### config.mk
export PLATFORM = sky130hd
export DESIGN_NAME = ptt_ctrl
export DESIGN_NICKNAME = d
export VERILOG_FILES = /design/src/rtl/ptt_pkg.sv /design/src/rtl/ptt_ctrl.sv
export SDC_FILE = /design/constraint.sdc
export NUM_CORES = 1
export LEC_CHECK = 0
export ABC_AREA = 1
export BUFFER_PORTS_ARGS = -buffer_cell sky130_fd_sc_hd__clkbuf_2
export CAP_MARGIN = 20
export CORE_AREA = 4 4 41 43
export DETAILED_ROUTE_END_ITERATION = 8
export DIE_AREA = 0 0 45 47
export PLACE_DENSITY = 0.67
export SLEW_MARGIN = 30
export SYNTH_ARGS = -nofsm -noshare
export SYNTH_HDL_FRONTEND = slang
export SYNTH_SLANG_ARGS = --single-unit
### constraint.sdc
create_clock -name aclk -period 1.9 [get_ports aclk]
set_input_delay 0.57 -clock aclk [delete_from_list [all_inputs] [get_ports aclk]]
set_output_delay 0.57 -clock aclk [all_outputs]
set_load 0.005 [all_outputs]
### src/rtl/ptt_pkg.sv
// ptt_pkg: shared codes and command/status structs for the periodic timer table.
// No dependencies; imported by the controller, the datapath and the checker.
package ptt_pkg;

    localparam int unsigned CountW = 7;

    // Input command codes
    localparam logic [1:0] MODE_ADD  = 2'd0;
    localparam logic [1:0] MODE_DEL  = 2'd1;
    localparam logic [1:0] MODE_TICK = 2'd2;

    // Result status codes
    localparam logic [2:0] ST_ADDED   = 3'd0;
    localparam logic [2:0] ST_ZERO    = 3'd1;
    localparam logic [2:0] ST_FULL    = 3'd2;
    localparam logic [2:0] ST_DELETED = 3'd3;
    localparam logic [2:0] ST_IDLE    = 3'd4;
    localparam logic [2:0] ST_FIRED   = 3'd5;
    localparam logic [2:0] ST_NONE    = 3'd6;

    // Source of the slot_id field of a result
    typedef enum logic [1:0] {
        ID_ZERO,
        ID_IDX,
        ID_SLOT,
        ID_PEND
    } id_sel_t;

    typedef struct packed {
        logic       cap;       // take the input item
        logic       idx_clr;   // scan index to slot 0
        logic       idx_inc;   // scan index to the next slot
        logic       rd_en;     // read period/due at the next scan address
        logic       add_wr;    // claim slot at scan index
        logic       del_do;    // free the requested slot
        logic       fire_wr;   // rearm slot at scan index
        logic       pend_set;  // hold scan index as pending fired slot
        logic       pend_clr;
        logic       out_load;  // load the result register
        logic [2:0] out_st;
        id_sel_t    out_id;
        logic       out_last;
    } ptt_cmd_t;

    typedef struct packed {
        logic [1:0] mode;
        logic       period_zero;
        logic       idx_last;
        logic       slot_free;
        logic       fire;
        logic       del_hit;
        logic       pend_valid;
        logic       out_free;
    } ptt_stat_t;

endpackage

### src/rtl/ptt_ctrl.sv
// ptt_ctrl: sequencing state machine for the periodic timer table.
// Depends on ptt_pkg; drives ptt_datapath through ptt_cmd_t.
module ptt_ctrl (
    input  logic               aclk,
    input  logic               aresetn,
    input  logic               s_valid,
    output logic               s_ready,
    input  ptt_pkg::ptt_stat_t stat,
    output ptt_pkg::ptt_cmd_t  cmd
);
    import ptt_pkg::*;

    typedef enum logic [2:0] {
        S_IDLE,
        S_DECODE,
        S_ZERO,
        S_ASCAN,
        S_DEL,
        S_TSCAN,
        S_TFIN
    } state_t;

    state_t state_reg, state_next;
    logic   adv;

    always_ff @(posedge aclk) begin
        if (!aresetn) begin
            state_reg <= S_IDLE;
        end else begin
            state_reg <= state_next;
        end
    end

    assign s_ready = (state_reg == S_IDLE);
    // a fired slot may move on unless it must push out an earlier one first
    assign adv     = !stat.fire || !stat.pend_valid || stat.out_free;

    always_comb begin
        cmd        = '0;
        cmd.out_id = ID_ZERO;
        state_next = state_reg;
        case (state_reg)
            S_IDLE: begin
                if (s_valid) begin
                    cmd.cap    = 1'b1;
                    state_next = S_DECODE;
                end
            end
            S_DECODE: begin
                case (stat.mode)
                    MODE_ADD: begin
                        cmd.idx_clr = 1'b1;
                        state_next  = stat.period_zero ? S_ZERO : S_ASCAN;
                    end
                    MODE_DEL:  state_next = S_DEL;
                    MODE_TICK: begin
                        cmd.idx_clr  = 1'b1;
                        cmd.rd_en    = 1'b1;
                        cmd.pend_clr = 1'b1;
                        state_next   = S_TSCAN;
                    end
                    default:   state_next = S_IDLE;
                endcase
            end
            S_ZERO: begin
                if (stat.out_free) begin
                    cmd.out_load = 1'b1;
                    cmd.out_st   = ST_ZERO;
                    cmd.out_last = 1'b1;
                    state_next   = S_IDLE;
                end
            end
            S_ASCAN: begin
                if (stat.slot_free) begin
                    if (stat.out_free) begin
                        cmd.add_wr   = 1'b1;
                        cmd.out_load = 1'b1;
                        cmd.out_st   = ST_ADDED;
                        cmd.out_id   = ID_IDX;
                        cmd.out_last = 1'b1;
                        state_next   = S_IDLE;
                    end
                end else if (stat.idx_last) begin
                    if (stat.out_free) begin
                        cmd.out_load = 1'b1;
                        cmd.out_st   = ST_FULL;
                        cmd.out_last = 1'b1;
                        state_next   = S_IDLE;
                    end
                end else begin
                    cmd.idx_inc = 1'b1;
                end
            end
            S_DEL: begin
                if (stat.out_free) begin
                    cmd.out_load = 1'b1;
                    cmd.out_id   = ID_SLOT;
                    cmd.out_last = 1'b1;
                    cmd.del_do   = stat.del_hit;
                    cmd.out_st   = stat.del_hit ? ST_DELETED : ST_IDLE;
                    state_next   = S_IDLE;
                end
            end
            S_TSCAN: begin
                if (adv) begin
                    if (stat.fire) begin
                        cmd.fire_wr  = 1'b1;
                        cmd.pend_set = 1'b1;
                        if (stat.pend_valid) begin
                            cmd.out_load = 1'b1;
                            cmd.out_st   = ST_FIRED;
                            cmd.out_id   = ID_PEND;
                        end
                    end
                    if (stat.idx_last) begin
                        state_next = S_TFIN;
                    end else begin
                        cmd.idx_inc = 1'b1;
                        cmd.rd_en   = 1'b1;
                    end
                end
            end
            S_TFIN: begin
                if (stat.out_free) begin
                    cmd.out_load = 1'b1;
                    cmd.out_last = 1'b1;
                    if (stat.pend_valid) begin
                        cmd.out_st = ST_FIRED;
                        cmd.out_id = ID_PEND;
                    end else begin
                        cmd.out_st = ST_NONE;
                    end
                    state_next = S_IDLE;
                end
            end
            default: state_next = S_IDLE;
        endcase
    end

endmodule

==> impl_metrics.env <==
export IMPL_cp_common_cell="nand2_2"
export IMPL_critical_path_top_delay_family="simple AND/OR/NAND/NOR gates"
export IMPL_final_hold_violation_count=0
export IMPL_syn_mean_instance_area_um2=5.204
export IMPL_wl_per_cell_um=10.51
export IMPL_clock_root_buffer="clkbuf_4"
export IMPL_vias_per_cell=4.733
export IMPL_cp_start_kind="register"
export IMPL_antenna_found_initial=0
export IMPL_dr_first_iter_drc_count=13
export IMPL_rsz0062_at_grt="true"
export IMPL_crit_slowest_cell="dfxtp_4"
export IMPL_seq_area_um2=68.82
export IMPL_die_h_um=47
export IMPL_multiInputGateArea_um2=416.7
export IMPL_grt_pass1_wl_mm=2.373
export IMPL_grt_max_degree=8
export IMPL_cts_inserted_buffers=3
export IMPL_slowest_delay_ps=360
export IMPL_critPathKind="register to output pin"
export IMPL_synth_async_sr_flop_share_pct=0
export IMPL_period_minus_slack_ps=1854
export IMPL_ys_seq_elements=3
export IMPL_largest_reg_flops=3
export IMPL_tns_ps=0
export IMPL_slew_viol_final=0
export IMPL_path_clk_slew_ps=40
export IMPL_final_common_cell="clkbuf_2"
export IMPL_setup_viol=0
export IMPL_synth_cell_type_count=20
export IMPL_final_fill_count=131
export IMPL_core_area_um2=1301
export IMPL_worst_pin_slew_ps=225.5
export IMPL_synth_warnings=0
export IMPL_firstDrtPassIters=4
export IMPL_cts_hold_fix_buffers=0
export IMPL_place_congestion=0.7838
export IMPL_drive_gt1_share_pct=49.63
export IMPL_syn_cell_area_um2=489.2
export IMPL_start_util_pct=37.60
export IMPL_die_w_um=45
export IMPL_ir_worst_vdd_mv=0.7090
export IMPL_insertion_delay_ps=230
export IMPL_globalRoute_totalOverflow=0
export IMPL_htree_num_levels=1
export IMPL_synth_flop_cell="dfxtp_1"
export IMPL_ant_nets=0
export IMPL_grt_pass1_vias=612
export IMPL_syn_inst=94
export IMPL_finalWirelength_mm=1.576
export IMPL_skew_ps=1.691
export IMPL_end_kind="output pin"
export IMPL_arrival_ps=1280
export IMPL_cts_tree="built"
export IMPL_drc_errors=0
export IMPL_cp_buffers_inverters=2
export IMPL_ys_seq_area_share_pct=12.28
export IMPL_fin_crit_sh_pct=97.58
export IMPL_leakagePower_nw=0.4979
export IMPL_grt_usage_pct=14.83
export IMPL_min_path_type="input port to register"
export IMPL_syn_to_final_growth_pct=70.33
export IMPL_synth_edf_count=0
export IMPL_syn_nets=109
export IMPL_status="finished, final reports clean"
export IMPL_vias=710
export IMPL_cp_max_fo=5
export IMPL_cts_sinks=3
export IMPL_fin_nets=151
export IMPL_n_antenna_cell=0
export IMPL_required_ps=1330
export IMPL_maxCapViolations=0
export IMPL_crit_chain="nand2_2 -> nor2_2 -> nand2_2 -> inv_2 -> o21ai_2 -> nand3_2 -> or2_1 -> clkbuf_2"
export IMPL_clockBufferDepth=2
export IMPL_fmax_mhz=539.4
export IMPL_power_mw=0.7537
export IMPL_ioPinCount=29
export IMPL_powerDensity_nw_per_um2=904.5
export IMPL_hpwl_mm=1.183
export IMPL_rows=13
export IMPL_slew_limit_headroom_pct=84.73
export IMPL_die_area_um2=2115
export IMPL_final_cell_mix="25 x clkbuf_2, 16 x nor2_1, 15 x nand2_1"
export IMPL_port_buffer_count=28
==> cells in the mapped netlist, types with 2 or more instances <==
master	n	area, um^2
nand2_1	19	71.32
nor2_1	19	71.32
inv_1	16	60.06
nand3_1	10	50.05
a21oi_1	5	25.02
o21ai_0	4	20.02
dfxtp_1	3	60.06
ha_1	3	37.54
buf_2	2	10.01
nor2_2	2	12.51
nor3_1	2	10.01
==> what timing repair did <==
action                     4_1_cts  5_1_grt
pin swaps                        4        3
setup endpoints to repair        9       12
buffers inserted                 1        3
resized for setup               16       15
==> final cells by class <==
class | instances | share of cell area (%)
multi-input cells | 71 | 50.00
repair buffers | 40 | 28.68
flip-flops and latches | 3 | 8.258
inverters | 17 | 7.658
clock buffers | 4 | 3.153
well taps | 15 | 2.252
==> metrics by stage <==
stage / worst slack [ps] / utilization, % / instances / cell area (um^2) / hold WS, ps
2_1_floorplan: 244.2 / - / 94 / 489.2 / 634.1
3_3_place_gp: -70.38 / 53.08 / 142 / 690.7 / 604.8
3_5_place_dp: -61.88 / 53.08 / 142 / 690.7 / 608.6
4_1_cts: 9.149 / 59.04 / 147 / 768.2 / 555.5
5_1_grt: -29.97 / 64.04 / 150 / 833.3 / 554.3
6_report: 46.06 / 64.04 / 150 / 833.3 / 560.6
==> logic make-up after synthesis <==
kind of cell | count (synthesis) | synth area share (%)
buffers and inverters | 20 | 16.62
AOI/OAI and AO/OA | 12 | 14.07
and+or+nand+nor | 56 | 49.36
adders and majority gates | 3 | 7.673
DFF | 3 | 12.28
==> layer usage <==
metal	vias up	routed length [um]	track usage (%)
li1	378	-	-
met1	321	660	18.10
met2	11	879	26.27
met3	0	37	1.149
met4	0	0	7.018
met5	-	0	0
==> path summary, 6_finish.rpt <==
check                                  from                        end  slack (ps)  cells past startpoint
setup / recovery  state_reg[0]$_SDFFE_PN0P_                     cmd[6]          50                      8
hold / removal                      aresetn  state_reg[2]$_SDFFE_PN0P_         560                      3
setup reg to reg  state_reg[0]$_SDFFE_PN0P_  state_reg[1]$_SDFFE_PN0P_         650                     10
hold reg to reg   state_reg[0]$_SDFFE_PN0P_  state_reg[1]$_SDFFE_PN0P_         660                      4
==> where the power goes <==
group | switching (mW) | internal [mW]
Combinational | 0.281 | 0.230
Sequential | 0.0370 | 0.0962
Clock | 0.0310 | 0.0786
Total | 0.349 | 0.405
==> tightest hold or removal path, stage by stage <==
cell      delay [ps]
clkbuf_2          90
inv_1             50
a21oi_1           40
(Power assumes the default switching activity.)
